[config.mk]
export PLATFORM = sky130hd
export DESIGN_NAME = midpoint_ellipse_rasterizer
export DESIGN_NICKNAME = d
export VERILOG_FILES = /design/src/design/mer_pkg.sv /design/src/design/mer_ctrl.sv /design/src/design/mer_dp.sv /design/src/design/midpoint_ellipse_rasterizer.sv
export SDC_FILE = /design/constraint.sdc
export NUM_CORES = 2
export LEC_CHECK = 0
export BUFFER_PORTS_ARGS = -buffer_cell sky130_fd_sc_hd__buf_2
export CAP_MARGIN = 10
export CORE_ASPECT_RATIO = 0.75
export CORE_MARGIN = 5
export CORE_UTILIZATION = 60
export CTS_BUF_LIST = sky130_fd_sc_hd__clkbuf_4 sky130_fd_sc_hd__clkbuf_8
export DETAILED_ROUTE_END_ITERATION = 6
export PLACE_DENSITY = 0.84
export SYNTH_ARGS = -nofsm -noshare
export SYNTH_HDL_FRONTEND = slang
export SYNTH_HIERARCHICAL = 1
export SYNTH_SLANG_ARGS = --single-unit
[constraint.sdc]
create_clock -name clk -period 15.6 [get_ports clk]
set_input_delay 1.56 -clock clk [delete_from_list [all_inputs] [get_ports clk]]
set_output_delay 1.56 -clock clk [all_outputs]
set_load 0.02 [all_outputs]
[src/design/mer_pkg.sv]
// Shared types and codes for the midpoint ellipse rasterizer.
`timescale 1ns / 1ps

package mer_pkg;

	// Operation codes carried on the input tuser.
	localparam logic OP_START = 1'b0;
	localparam logic OP_STEP  = 1'b1;

	// Controller states, one-hot.
	typedef enum logic [14:0] {
		ST_IDLE    = 15'b000000000000001,
		ST_MUL_RX  = 15'b000000000000010,
		ST_MUL_RY  = 15'b000000000000100,
		ST_MUL_GY  = 15'b000000000001000,
		ST_INIT    = 15'b000000000010000,
		ST_ADV_POS = 15'b000000000100000,
		ST_ADV_DEC = 15'b000000001000000,
		ST_CHECK   = 15'b000000010000000,
		ST_R2_TX   = 15'b000000100000000,
		ST_R2_A    = 15'b000001000000000,
		ST_R2_TY   = 15'b000010000000000,
		ST_R2_B    = 15'b000100000000000,
		ST_R2_C    = 15'b001000000000000,
		ST_R2_D    = 15'b010000000000000,
		ST_EMIT    = 15'b100000000000000
	} mer_state_t;

	// Operand pairs for the shared multiplier.
	typedef enum logic [2:0] {
		MUL_RX_RX,
		MUL_RY_RY,
		MUL_RXSQ_RY,
		MUL_TX_TX,
		MUL_RYSQ_PROD,
		MUL_TY_TY,
		MUL_RXSQ_PROD,
		MUL_RXSQ_RYSQ
	} mul_sel_t;

	// Commands from the controller to the datapath.
	typedef struct packed {
		logic     load;
		logic     mul_en;
		mul_sel_t mul_sel;
		logic     save_rxsq;
		logic     save_rysq;
		logic     init;
		logic     adv_pos;
		logic     adv_dec;
		logic     acc_load;
		logic     acc_add;
		logic     r2_finish;
		logic     emit;
	} mer_cmd_t;

	// Status from the datapath to the controller.
	typedef struct packed {
		logic busy;
		logic region_two;
		logic grad_lt;
		logic out_free;
	} mer_stat_t;

endpackage

[src/design/mer_ctrl.sv]
// Controller state machine of the midpoint ellipse rasterizer.
`timescale 1ns / 1ps

module mer_ctrl (
	input  logic              clk,
	input  logic              arst_n,
	input  logic              s_tvalid,
	input  logic              s_tuser,
	output logic              s_tready,
	input  mer_pkg::mer_stat_t stat,
	output mer_pkg::mer_cmd_t  cmd
);
	import mer_pkg::*;

	mer_state_t state_q;
	mer_state_t state_d;

	assign s_tready = (state_q == ST_IDLE);

	always_comb begin
		state_d     = state_q;
		cmd         = '0;
		cmd.mul_sel = MUL_RX_RX;
		unique case (state_q)
			ST_IDLE: begin
				if (s_tvalid) begin
					if (s_tuser == OP_START) begin
						cmd.load = 1'b1;
						state_d  = ST_MUL_RX;
					end else if (stat.busy) begin
						state_d = ST_ADV_POS;
					end
				end
			end
			ST_MUL_RX: begin
				cmd.mul_en  = 1'b1;
				cmd.mul_sel = MUL_RX_RX;
				state_d     = ST_MUL_RY;
			end
			ST_MUL_RY: begin
				cmd.mul_en    = 1'b1;
				cmd.mul_sel   = MUL_RY_RY;
				cmd.save_rxsq = 1'b1;
				state_d       = ST_MUL_GY;
			end
			ST_MUL_GY: begin
				cmd.mul_en    = 1'b1;
				cmd.mul_sel   = MUL_RXSQ_RY;
				cmd.save_rysq = 1'b1;
				state_d       = ST_INIT;
			end
			ST_INIT: begin
				cmd.init = 1'b1;
				state_d  = ST_CHECK;
			end
			ST_ADV_POS: begin
				cmd.adv_pos = 1'b1;
				state_d     = ST_ADV_DEC;
			end
			ST_ADV_DEC: begin
				cmd.adv_dec = 1'b1;
				state_d     = ST_CHECK;
			end
			ST_CHECK: begin
				if (!stat.region_two && !stat.grad_lt) begin
					state_d = ST_R2_TX;
				end else begin
					state_d = ST_EMIT;
				end
			end
			ST_R2_TX: begin
				cmd.mul_en  = 1'b1;
				cmd.mul_sel = MUL_TX_TX;
				state_d     = ST_R2_A;
			end
			ST_R2_A: begin
				cmd.mul_en  = 1'b1;
				cmd.mul_sel = MUL_RYSQ_PROD;
				state_d     = ST_R2_TY;
			end
			ST_R2_TY: begin
				cmd.mul_en   = 1'b1;
				cmd.mul_sel  = MUL_TY_TY;
				cmd.acc_load = 1'b1;
				state_d      = ST_R2_B;
			end
			ST_R2_B: begin
				cmd.mul_en  = 1'b1;
				cmd.mul_sel = MUL_RXSQ_PROD;
				state_d     = ST_R2_C;
			end
			ST_R2_C: begin
				cmd.mul_en  = 1'b1;
				cmd.mul_sel = MUL_RXSQ_RYSQ;
				cmd.acc_add = 1'b1;
				state_d     = ST_R2_D;
			end
			ST_R2_D: begin
				cmd.r2_finish = 1'b1;
				state_d       = ST_EMIT;
			end
			ST_EMIT: begin
				if (stat.out_free) begin
					cmd.emit = 1'b1;
					state_d  = ST_IDLE;
				end
			end
			default: begin
				state_d = ST_IDLE;
			end
		endcase
	end

	always_ff @(posedge clk or negedge arst_n) begin
		if (!arst_n) begin
			state_q <= ST_IDLE;
		end else begin
			state_q <= state_d;
		end
	end

endmodule

[src/design/mer_dp.sv]
// Datapath of the midpoint ellipse rasterizer: point state, shared multiplier, result register.
`timescale 1ns / 1ps

module mer_dp #(
	parameter int COORD_WIDTH  = 11,
	parameter int RADIUS_WIDTH = 10
) (
	input  logic                          clk,
	input  logic                          arst_n,
	input  mer_pkg::mer_cmd_t              cmd,
	output mer_pkg::mer_stat_t             stat,
	input  logic [COORD_WIDTH-1:0]        center_x,
	input  logic [COORD_WIDTH-1:0]        center_y,
	input  logic [RADIUS_WIDTH-1:0]       radius_x,
	input  logic [RADIUS_WIDTH-1:0]       radius_y,
	input  logic [23:0]                   color,
	output logic signed [COORD_WIDTH+1:0] right_x,
	output logic signed [COORD_WIDTH+1:0] left_x,
	output logic signed [COORD_WIDTH+1:0] lower_y,
	output logic signed [COORD_WIDTH+1:0] upper_y,
	output logic [23:0]                   pixel_color,
	output logic                          last,
	output logic                          out_valid,
	input  logic                          out_ready
);
	import mer_pkg::*;

	localparam int R     = RADIUS_WIDTH;
	localparam int W     = COORD_WIDTH;
	localparam int OW    = 2 * R + 5;
	localparam int DW    = 4 * R + 8;
	localparam int SQW   = 2 * R;
	localparam int OUT_W = W + 2;
	localparam int SW    = ((W > R + 1) ? W : R + 1) + 2;

	logic [R:0]             x_q;
	logic [R-1:0]           y_q;
	logic [R-1:0]           rx_q, ry_q;
	logic [W-1:0]           cx_q, cy_q;
	logic [23:0]            color_q;
	logic [SQW-1:0]         rxsq_q, rysq_q;
	logic signed [DW-1:0]   gx_q, gy_q, d_q, prod_q, acc_q;
	logic                   r2_q, busy_q, moved_q, out_valid_q;
	logic signed [OUT_W-1:0] right_q, left_q, lower_q, upper_q;
	logic [23:0]            out_color_q;
	logic                   out_last_q;

	logic signed [DW-1:0]   rxsq_x, rysq_x, dec_term;
	logic signed [R+2:0]    tx;
	logic signed [R:0]      ty;
	logic signed [OW-1:0]   mul_a, mul_b;
	logic signed [2*OW-1:0] mul_p;
	logic                   moved_now, step_x, step_y, fin;
	logic signed [SW-1:0]   cx_e, cy_e, x_e, y_e;
	logic signed [SW-1:0]   right_full, left_full, lower_full, upper_full;

	assign rxsq_x = $signed(DW'(rxsq_q));
	assign rysq_x = $signed(DW'(rysq_q));
	assign tx     = $signed({1'b0, x_q, 1'b1});
	assign ty     = $signed({1'b0, y_q} - (R + 1)'(1));

	always_comb begin
		unique case (cmd.mul_sel)
			MUL_RX_RX: begin
				mul_a = OW'($signed({1'b0, rx_q}));
				mul_b = OW'($signed({1'b0, rx_q}));
			end
			MUL_RY_RY: begin
				mul_a = OW'($signed({1'b0, ry_q}));
				mul_b = OW'($signed({1'b0, ry_q}));
			end
			MUL_RXSQ_RY: begin
				mul_a = OW'($signed({1'b0, rxsq_q}));
				mul_b = OW'($signed({1'b0, ry_q}));
			end
			MUL_TX_TX: begin
				mul_a = OW'(tx);
				mul_b = OW'(tx);
			end
			MUL_RYSQ_PROD: begin
				mul_a = OW'($signed({1'b0, rysq_q}));
				mul_b = $signed(prod_q[OW-1:0]);
			end
			MUL_TY_TY: begin
				mul_a = OW'(ty);
				mul_b = OW'(ty);
			end
			MUL_RXSQ_PROD: begin
				mul_a = OW'($signed({1'b0, rxsq_q}));
				mul_b = $signed(prod_q[OW-1:0]);
			end
			MUL_RXSQ_RYSQ: begin
				mul_a = OW'($signed({1'b0, rxsq_q}));
				mul_b = OW'($signed({1'b0, rysq_q}));
			end
			default: begin
				mul_a = '0;
				mul_b = '0;
			end
		endcase
	end

	assign mul_p = mul_a * mul_b;

	// Region one moves y when the decision is not negative; region two moves x
	// when it is not positive.
	assign moved_now = r2_q ? (d_q[DW-1] || (d_q == '0)) : !d_q[DW-1];
	assign step_x    = !r2_q || moved_now;
	assign step_y    = r2_q || moved_now;

	assign dec_term = ((!r2_q || moved_q) ? gx_q : DW'(0))
	                - ((r2_q || moved_q) ? gy_q : DW'(0))
	                + (r2_q ? rxsq_x : rysq_x);

	assign fin = r2_q && (y_q == '0);

	assign cx_e       = $signed(SW'(cx_q));
	assign cy_e       = $signed(SW'(cy_q));
	assign x_e        = $signed(SW'(x_q));
	assign y_e        = $signed(SW'(y_q));
	assign right_full = cx_e + x_e;
	assign left_full  = cx_e - x_e;
	assign lower_full = cy_e + y_e;
	assign upper_full = cy_e - y_e;

	always_ff @(posedge clk or negedge arst_n) begin
		if (!arst_n) begin
			r2_q        <= 1'b0;
			busy_q      <= 1'b0;
			out_valid_q <= 1'b0;
		end else begin
			if (cmd.load) begin
				r2_q <= 1'b0;
			end else if (cmd.r2_finish) begin
				r2_q <= 1'b1;
			end
			if (cmd.emit) begin
				busy_q      <= !fin;
				out_valid_q <= 1'b1;
			end else if (out_ready) begin
				out_valid_q <= 1'b0;
			end
		end
	end

	always_ff @(posedge clk) begin
		if (cmd.load) begin
			cx_q    <= center_x;
			cy_q    <= center_y;
			rx_q    <= radius_x;
			ry_q    <= radius_y;
			color_q <= color;
			x_q     <= '0;
			y_q     <= radius_y;
		end
		if (cmd.mul_en) begin
			prod_q <= $signed(mul_p[DW-1:0]);
		end
		if (cmd.save_rxsq) begin
			rxsq_q <= prod_q[SQW-1:0];
		end
		if (cmd.save_rysq) begin
			rysq_q <= prod_q[SQW-1:0];
		end
		if (cmd.init) begin
			gx_q <= '0;
			gy_q <= prod_q <<< 1;
			d_q  <= (rysq_x <<< 2) + rxsq_x - (prod_q <<< 2);
		end
		if (cmd.adv_pos) begin
			moved_q <= moved_now;
			if (step_x) begin
				x_q  <= x_q + (R + 1)'(1);
				gx_q <= gx_q + (rysq_x <<< 1);
			end
			if (step_y) begin
				y_q  <= y_q - R'(1);
				gy_q <= gy_q - (rxsq_x <<< 1);
			end
		end
		if (cmd.adv_dec) begin
			d_q <= d_q + (dec_term <<< 2);
		end
		if (cmd.acc_load) begin
			acc_q <= prod_q;
		end
		if (cmd.acc_add) begin
			acc_q <= acc_q + (prod_q <<< 2);
		end
		if (cmd.r2_finish) begin
			d_q <= acc_q - (prod_q <<< 2);
		end
		if (cmd.emit) begin
			right_q     <= right_full[OUT_W-1:0];
			left_q      <= left_full[OUT_W-1:0];
			lower_q     <= lower_full[OUT_W-1:0];
			upper_q     <= upper_full[OUT_W-1:0];
			out_color_q <= color_q;
			out_last_q  <= fin;
		end
	end

	assign stat.busy       = busy_q;
	assign stat.region_two = r2_q;
	assign stat.grad_lt    = (gx_q < gy_q);
	assign stat.out_free   = !out_valid_q || out_ready;

	assign right_x     = right_q;
	assign left_x      = left_q;
	assign lower_y     = lower_q;
	assign upper_y     = upper_q;
	assign pixel_color = out_color_q;
	assign last        = out_last_q;
	assign out_valid   = out_valid_q;

endmodule

[src/design/midpoint_ellipse_rasterizer.sv]
// Top level of the midpoint ellipse rasterizer: stream ports, controller and datapath.
`timescale 1ns / 1ps

// Usage. Items enter on the s_ stream: s_tuser is the operation (start or step) and
// s_tdata carries center, radii and color, which are read on a start only. A start
// transfer loads a new ellipse and produces its first point (0, radius_y) of the first
// quadrant; each step transfer produces the next point. A step sent while no ellipse
// is running is taken and dropped without a result. Each result leaves on the m_
// stream with the four mirrored coordinates and the color in m_tdata; m_tlast marks
// the final point of the ellipse, after which steps are dropped again.
// Flow. The controller takes one item at a time, so s_tready is high only while it
// waits. A step runs through the position step, decision update, check and output
// states before its result is valid. A start first sends rx*rx, ry*ry and rx*rx*ry
// through the one shared multiplier in turn. The point at which the ellipse enters its
// second region also runs the five products of the new decision value through it.
// Reset clears the controller to idle and drops any running ellipse and any result
// waiting in the output register. The output register lets the block take the next
// item while a result waits; when the receiver holds m_tready low, the block finishes
// that next item and then waits in its output state until the register frees up.

module midpoint_ellipse_rasterizer #(
	parameter int COORD_WIDTH  = 11,
	parameter int RADIUS_WIDTH = 10
) (
	input  logic clk,
	input  logic arst_n,
	input  logic s_tvalid,
	output logic s_tready,
	// center_x, center_y, radius_x, radius_y, color; zero padded
	input  logic [((2 * COORD_WIDTH + 2 * RADIUS_WIDTH + 24 + 7) / 8) * 8 - 1:0] s_tdata,
	// op
	input  logic s_tuser,
	output logic m_tvalid,
	input  logic m_tready,
	// right_x, left_x, lower_y, upper_y, pixel_color; zero padded
	output logic [((4 * (COORD_WIDTH + 2) + 24 + 7) / 8) * 8 - 1:0] m_tdata,
	output logic m_tlast
);
	import mer_pkg::*;

	localparam int W      = COORD_WIDTH;
	localparam int R      = RADIUS_WIDTH;
	localparam int OUT_W  = W + 2;
	localparam int OUT_DW = ((4 * OUT_W + 24 + 7) / 8) * 8;
	localparam int CY_LO  = W;
	localparam int RX_LO  = 2 * W;
	localparam int RY_LO  = 2 * W + R;
	localparam int COL_LO = 2 * W + 2 * R;

	mer_cmd_t  cmd;
	mer_stat_t stat;

	logic signed [OUT_W-1:0] right_x, left_x, lower_y, upper_y;
	logic [23:0]             pixel_color;

	mer_ctrl u_ctrl (
		.clk      (clk),
		.arst_n   (arst_n),
		.s_tvalid (s_tvalid),
		.s_tuser  (s_tuser),
		.s_tready (s_tready),
		.stat     (stat),
		.cmd      (cmd)
	);

	// Input fields are sliced straight from the transfer; the datapath samples them
	// only in the cycle the start is taken.
	mer_dp #(
		.COORD_WIDTH  (COORD_WIDTH),
		.RADIUS_WIDTH (RADIUS_WIDTH)
	) u_dp (
		.clk         (clk),
		.arst_n      (arst_n),
		.cmd         (cmd),
		.stat        (stat),
		.center_x    (s_tdata[W-1:0]),
		.center_y    (s_tdata[CY_LO+W-1:CY_LO]),
		.radius_x    (s_tdata[RX_LO+R-1:RX_LO]),
		.radius_y    (s_tdata[RY_LO+R-1:RY_LO]),
		.color       (s_tdata[COL_LO+23:COL_LO]),
		.right_x     (right_x),
		.left_x      (left_x),
		.lower_y     (lower_y),
		.upper_y     (upper_y),
		.pixel_color (pixel_color),
		.last        (m_tlast),
		.out_valid   (m_tvalid),
		.out_ready   (m_tready)
	);

	// The size cast fills the unused top bits with zeros.
	assign m_tdata = OUT_DW'({pixel_color, upper_y, lower_y, left_x, right_x});

	// A result is only written into the output register when it is empty or being taken.
	assert property (@(posedge clk) disable iff (!arst_n)
		cmd.emit |-> (!m_tvalid || m_tready))
		else $error("result written over a pending transfer");

	// While the final point waits, no ellipse is marked as running.
	assert property (@(posedge clk) disable iff (!arst_n)
		(m_tvalid && m_tlast) |-> !stat.busy)
		else $error("ellipse still running after its last point");

	// A step taken while idle is dropped and the block is ready again next cycle.
	assert property (@(posedge clk) disable iff (!arst_n)
		(s_tvalid && s_tready && (s_tuser == OP_STEP) && !stat.busy) |=> s_tready)
		else $error("idle step was not dropped");

	// The second region is entered only once per ellipse.
	assert property (@(posedge clk) disable iff (!arst_n)
		cmd.r2_finish |-> !stat.region_two)
		else $error("second region entered twice");

endmodule
* Yosys cells after proc, flatten, opt, wreduce, memory -nomap -nowiden
Index checks and enable logic that the tools add are counted. Widths: inputs -> output; s select.
Storage, ports and cells: register bits after elaboration 463, word-level logic and storage cells 140, output and inout bits 83, input bits 77
Operators by class: muxes and demuxes 47, multiply operators 1, reduce and logical (&&, ||, !) cells 25, add/subtract/negate cells 16, magnitude comparators 1, equality and inequality tests 25
Operators with widths (count):
- $mux 48 | 11
- $pmux 25 s6 | 2
- $pmux 15 s14 | 1
- $add 48x48->48 | 2
- $sub 48x48->48 | 2
- $mux 46 | 2
- $mux 15 | 5
- $add 48x22->48 | 1
- $logic_not 48->1 | 1
- $lt 48x48->1 | 1
- $mul 25x25->48 | 1
- $sub 48x22->48 | 1
- $add 46x46->46 | 1
- $sub 46x46->46 | 1
- $mux 11 | 3
- $pmux 4 s8 | 1
- $mux 10 | 3
- $add 22x20->23 | 1
- $mux 20 | 1
- $mux 1 | 18
- $eq 15x1->1 const B | 1
- $eq 15x10->1 const B | 1
- $eq 15x11->1 const B | 1
- $eq 15x12->1 const B | 1
- other kinds (33) | 52

* Longest topological paths before layout
word-level depth 8, mapped depth 41

* By module
The synthesis kept the hierarchy.
Modules (own cells, without submodules):
- mer_dp | instances 1, cells an instance 6336, area each 56063.8 sq um
- mer_ctrl | instances 1, cells an instance 103, area each 1026.0 sq um
- midpoint_ellipse_rasterizer | instances 1, cells an instance 5, area each 33.8 sq um

* Worst setup path after synthesis
No wires, ideal clock.
path kind reg-to-reg, start point register u_ctrl.state_q[9], end point register u_dp.prod_q[43], data pin, setup time 0.260 ns, path buffers 3, data required time 15.340 ns, arrival 10.710 ns, period minus slack after synthesis 10.970 ns, stages on the path, launching flop included 40, setup slack 4.630 ns, path through dfrtp_1 -> nor4_2 -> nand4_1 -> nor3b_2 -> or3_1 -> clkbuf_1 -> clkinv_1 -> nor2_1 -> clkbuf_1 -> a21oi_1 -> o22ai_1 -> a221o_1 -> clkbuf_1 -> nand2_1 -> fa_1 -> inv_1 -> fa_1 -> inv_1 -> (+4 left out) -> fa_1 -> inv_1 -> fa_1 -> inv_1 -> fa_1 -> inv_1 -> ha_1 -> nand4_1 -> o22ai_1 -> or3_1 -> o221a_1 -> or3_1 -> a221o_1 -> a41oi_2 -> nor2_1 -> or4_4 -> o211ai_2 -> xnor2_1
RTL lines:
- start, declared | line mer_ctrl.sv:15 | mer_state_t state_q;
- start signal, assigned | line mer_ctrl.sv:118 | state_q <= state_d;
- end signal, assigned | line mer_dp.sv:157 | prod_q <= $signed(mul_p[DW-1:0]);
- end, declared | line mer_dp.sv:42 | logic signed [DW-1:0] gx_q, gy_q, d_q, prod_q, acc_q;

==> results.toml <==
[yosys]
synth_warnings = 6
synth_cells = 6444
ys_seq_area_share_pct = 21.85
ys.flop_type = "edfxtp_1"
yosys_register_bits = 457
synth_xor_area_share_pct = 5.274
synthAdderAreaFrac_pct = 32.58
synth_enable_flop_cells = 324
synth_mux_area_share_pct = 0.9769
synth_cell_types = 101
syn-mean-instance-area_sq_um = 8.865
synth_top_family_by_area = "adder cells"
synth_area_leaders = "fa_1, edfxtp_1, ha_1"
yosysTopAreaCell = "fa_1"
synth_top_area_share_pct = 21.34
synth-compound-area-share_pct = 16.27
syn-cell-area_sq_um = 57120
synth-simple-area-share_pct = 14.93
synthArstFlopShare_pct = 3.939

[setup_path]
endpoint = "u_dp/prod_q[43]$_DFFE_PP_"
cpPeakStageDelay_ns = 0.69
r2r-start = "u_ctrl/state_q[8]$_DFFE_PN0P_"
required_ns = 16.04
r2r-end = "u_dp/prod_q[43]$_DFFE_PP_"
critPathLaunch = "u_ctrl/state_q[8]$_DFFE_PN0P_"
critPathSlowestCell = "a221o_1"
rrSetupSlack_ns = 2.50
path_max_fanout = 25
worst_setup_path_end_kind = "flip-flop"
arrival_ns = 13.54
critical_path_class = "reg2reg"
reg2regPathDepth = 40
startpoint_type = "flip-flop"

[clock_network]
ctsHoldBuffers = 0
cts-root-buf = "clkbuf_8"
path_clk_slew_ns = 0.06
cts_tree = "yes"
clockBufferDepth = 3
cts_resized = 0
cts_buffers = 78
htreeDepth = 3
cts.sinks = 457
clk_latency_ns = 0.75
cts_setup_buffers = 0

[pwr]
peakVddDrop_uv = 452.7
seq_power_share_pct = 18.8
p_per_area_nw_per_um2 = 166.4
switchingPower_mw = 5.145
swShare_pct = 50.99
pwr-share-comb_pct = 69.5
leakagePower_nw = 28.26
intPower_mw = 4.946
clkPwrFrac_pct = 11.7

[final_layout]
syn2layout_area_growth_pct = 6.157
stdcell_area_sq_um = 60640
final_nets = 7698
stdcell_count = 7811
layout-drive-gt1-share_pct = 6.648
n_fill_cell = 7703
post-route-util_pct = 63.90

[floorplanning]
die_x_um = 366.3
rows = 98
core_area_sq_um = 94910
fp.dieArea_sq_um = 101500
io_pins = 160
fp.dieH_um = 277.2
initial_core_util_pct = 60.19

[global_routing]
grt_overflow = 0
grt_start_max_net_pins = 80
grt_pass1_wl_um = 269300
antenna_found_initial = 3
grt_pass1_vias = 47895
grt.total_usage_pct = 33.63

[timing]
timing.fmax_mhz = 76.33
period_share_pct = 83.98
finClkSkew_ns = 0.06360
timing.final.crit_period_ns = 13.10
final-hold-violation-count = 0
finalSetupViolCount = 0
slew_violations = 0
maxSlewHeadroom_pct = 7.510
rsz0062_at_grt = "no"
worst_slew_pin_slew_ns = 1.387
final.setup.tns_ns = 0

[place]
dp_hpwl_um = 137800
place_inst = 7669
io_buffers = 147
gp_congestion = 1.040
placed_area_sq_um = 59020

[run]
drv_cap = 0

[detailed_routing]
via_per_inst = 6.242
vias = 48753
wirelength_um = 173500
wl_per_cell_um = 22.22
ant_nets = 0
drt_first_pass_iters = 6
drc = 0
first_iter_violations = 6020

[status]
status = "complete, no violations"

[hold_path]
hp-class = "reg2reg"
==> worst min-delay path by stage <==
stage | from | endpoint | cells past startpoint
finish | u_dp/color_q[23]$_DFFE_PP_ | u_dp/pixel_color[23]$_DFFE_PP_ | 0
global route | u_dp/color_q[14]$_DFFE_PP_ | u_dp/pixel_color[14]$_DFFE_PP_ | 0
CTS | u_dp/color_q[6]$_DFFE_PP_ | u_dp/pixel_color[6]$_DFFE_PP_ | 0
detailed placement | u_dp/color_q[23]$_DFFE_PP_ | u_dp/pixel_color[23]$_DFFE_PP_ | 0
global placement | u_dp/color_q[18]$_DFFE_PP_ | u_dp/pixel_color[18]$_DFFE_PP_ | 0
floorplan | u_dp/color_q[0]$_DFFE_PP_ | u_dp/pixel_color[0]$_DFFE_PP_ | 0
==> stage by stage <==
step	hold slack, ns	worst slack (ns)	power [mW]
finish	0.4188	2.498	10.09
CTS	0.4207	2.756	9.874
detailed placement	0.4052	2.856	8.645
global placement	0.4004	3.019	8.452
floorplan	0.4003	4.630	6.758
global route	0.4135	2.060	10.81
==> sequential cells by signal (all words and copies together), names as in the netlist, 15 cells and up <==
| signal | cells |
|---|---|
| u_dp/color_q | 24 |
| u_dp/d_q | 48 |
| u_dp/pixel_color | 24 |
| u_dp/gx_q | 48 |
| u_dp/rysq_q | 20 |
| u_dp/rxsq_q | 20 |
| u_dp/prod_q | 48 |
| u_dp/acc_q | 48 |
| u_dp/gy_q | 48 |
| u_ctrl/state_q | 15 |
==> synth_stat cells (all sizes together) (28+ instances only) <==
cell type and number:
a211oi 63, a21o 182, a21oi 440, a221o 30, a31oi 33, and2 76
and3 44, buf 55, clkbuf 199, dfxtp 115, edfxtp 324, fa 609
ha 513, inv 936, mux2i 49, nand2 632, nand2b 62, nand3 117
nand4 61, nor2 558, nor2b 45, nor3 77, nor4 49, o211ai 28
o21a 58, o21ai 274, o21bai 75, o31ai 39, or3 35, xnor2 243
xor2 101
==> cell usage in the layout, fill, tap and decap left out, types with 27 or more instances in the layout <==
| cell | Yosys | final |
|---|---|---|
| xnor2_1 | 243 | 243 |
| and2_1 | 75 | 74 |
| a221o_1 | 30 | 30 |
| clkbuf_8 | 0 | 82 |
| fa_1 | 609 | 609 |
| and3_1 | 44 | 43 |
| edfxtp_1 | 324 | 324 |
| nand3_1 | 116 | 116 |
| inv_1 | 936 | 935 |
| a31oi_1 | 33 | 33 |
| xor2_1 | 101 | 101 |
| nand4_1 | 61 | 61 |
| mux2i_1 | 49 | 49 |
| o21a_1 | 58 | 58 |
| o31ai_1 | 37 | 36 |
| o21ai_0 | 270 | 270 |
| nor4_1 | 44 | 42 |
| o21bai_1 | 75 | 75 |
| a21o_1 | 182 | 182 |
| buf_4 | 17 | 78 |
| nand2_1 | 632 | 631 |
| nor2_1 | 558 | 555 |
| dfxtp_1 | 115 | 115 |
| ha_1 | 513 | 513 |
| buf_2 | 9 | 147 |
| nor3_1 | 76 | 76 |
| nor2b_1 | 45 | 45 |
| o211ai_1 | 27 | 27 |
| a211oi_1 | 62 | 61 |
| or3_1 | 34 | 34 |
| nand2b_1 | 62 | 62 |
| a21oi_1 | 440 | 440 |
==> critical path: cells and delay by family, from the launching register on <==
kind | cells | cell delay (ns)
fa+ha+maj | 8 | 3.83
flops | 1 | 0.57
simple gates | 11 | 3.70
compound gates | 9 | 2.73
xor+xnor | 1 | 0.08
buf+inv | 11 | 1.84
==> routing by layer <==
layer	part of all wire [%]	GRT usage (%)	wire length [um]
met5	0.0075	0	13
met4	3.8	11.06	6557
met1	40	48.16	70110
met2	40	48.11	70210
met3	15	11.27	26640
==> power groups by stage <==
stage | Sequential, mW | Clock, mW | Combinational [mW]
floorplan | 1.78 | 0 | 4.97
global placement | 1.89 | 0 | 6.56
detailed placement | 1.90 | 0 | 6.74
CTS | 1.88 | 1.20 | 6.80
global route | 1.91 | 1.25 | 7.65
finish | 1.90 | 1.18 | 7.01
==> cells by family (layout without fill, tap and decap cells) <==
logic type / Yosys count / count (layout)
other: 2 / 9
XOR/XNOR: 344 / 344
AO/OA/AOI/OAI: 1429 / 1429
buffers and inverters: 1193 / 1303
multiplexers: 55 / 55
flip-flops: 457 / 457
adder cells (fa/ha/maj): 1122 / 1122
AND/OR/NAND/NOR: 1842 / 1842
==> area by class of cell <==
cell class | instances | area (sq um) | area share, %
Multi-Input combinational cell | 4798 | 40120 | 66.17
Sequential cell | 457 | 12480 | 20.59
Inverter | 939 | 3525 | 5.812
Tap cell | 1250 | 1564 | 2.579
Timing Repair Buffer | 225 | 1321 | 2.179
Clock buffer | 100 | 1264 | 2.084
Clock inverter | 39 | 351.6 | 0.5798
Antenna cell | 3 | 7.507 | 0.01238
Power figures use the tool's default switching activity.
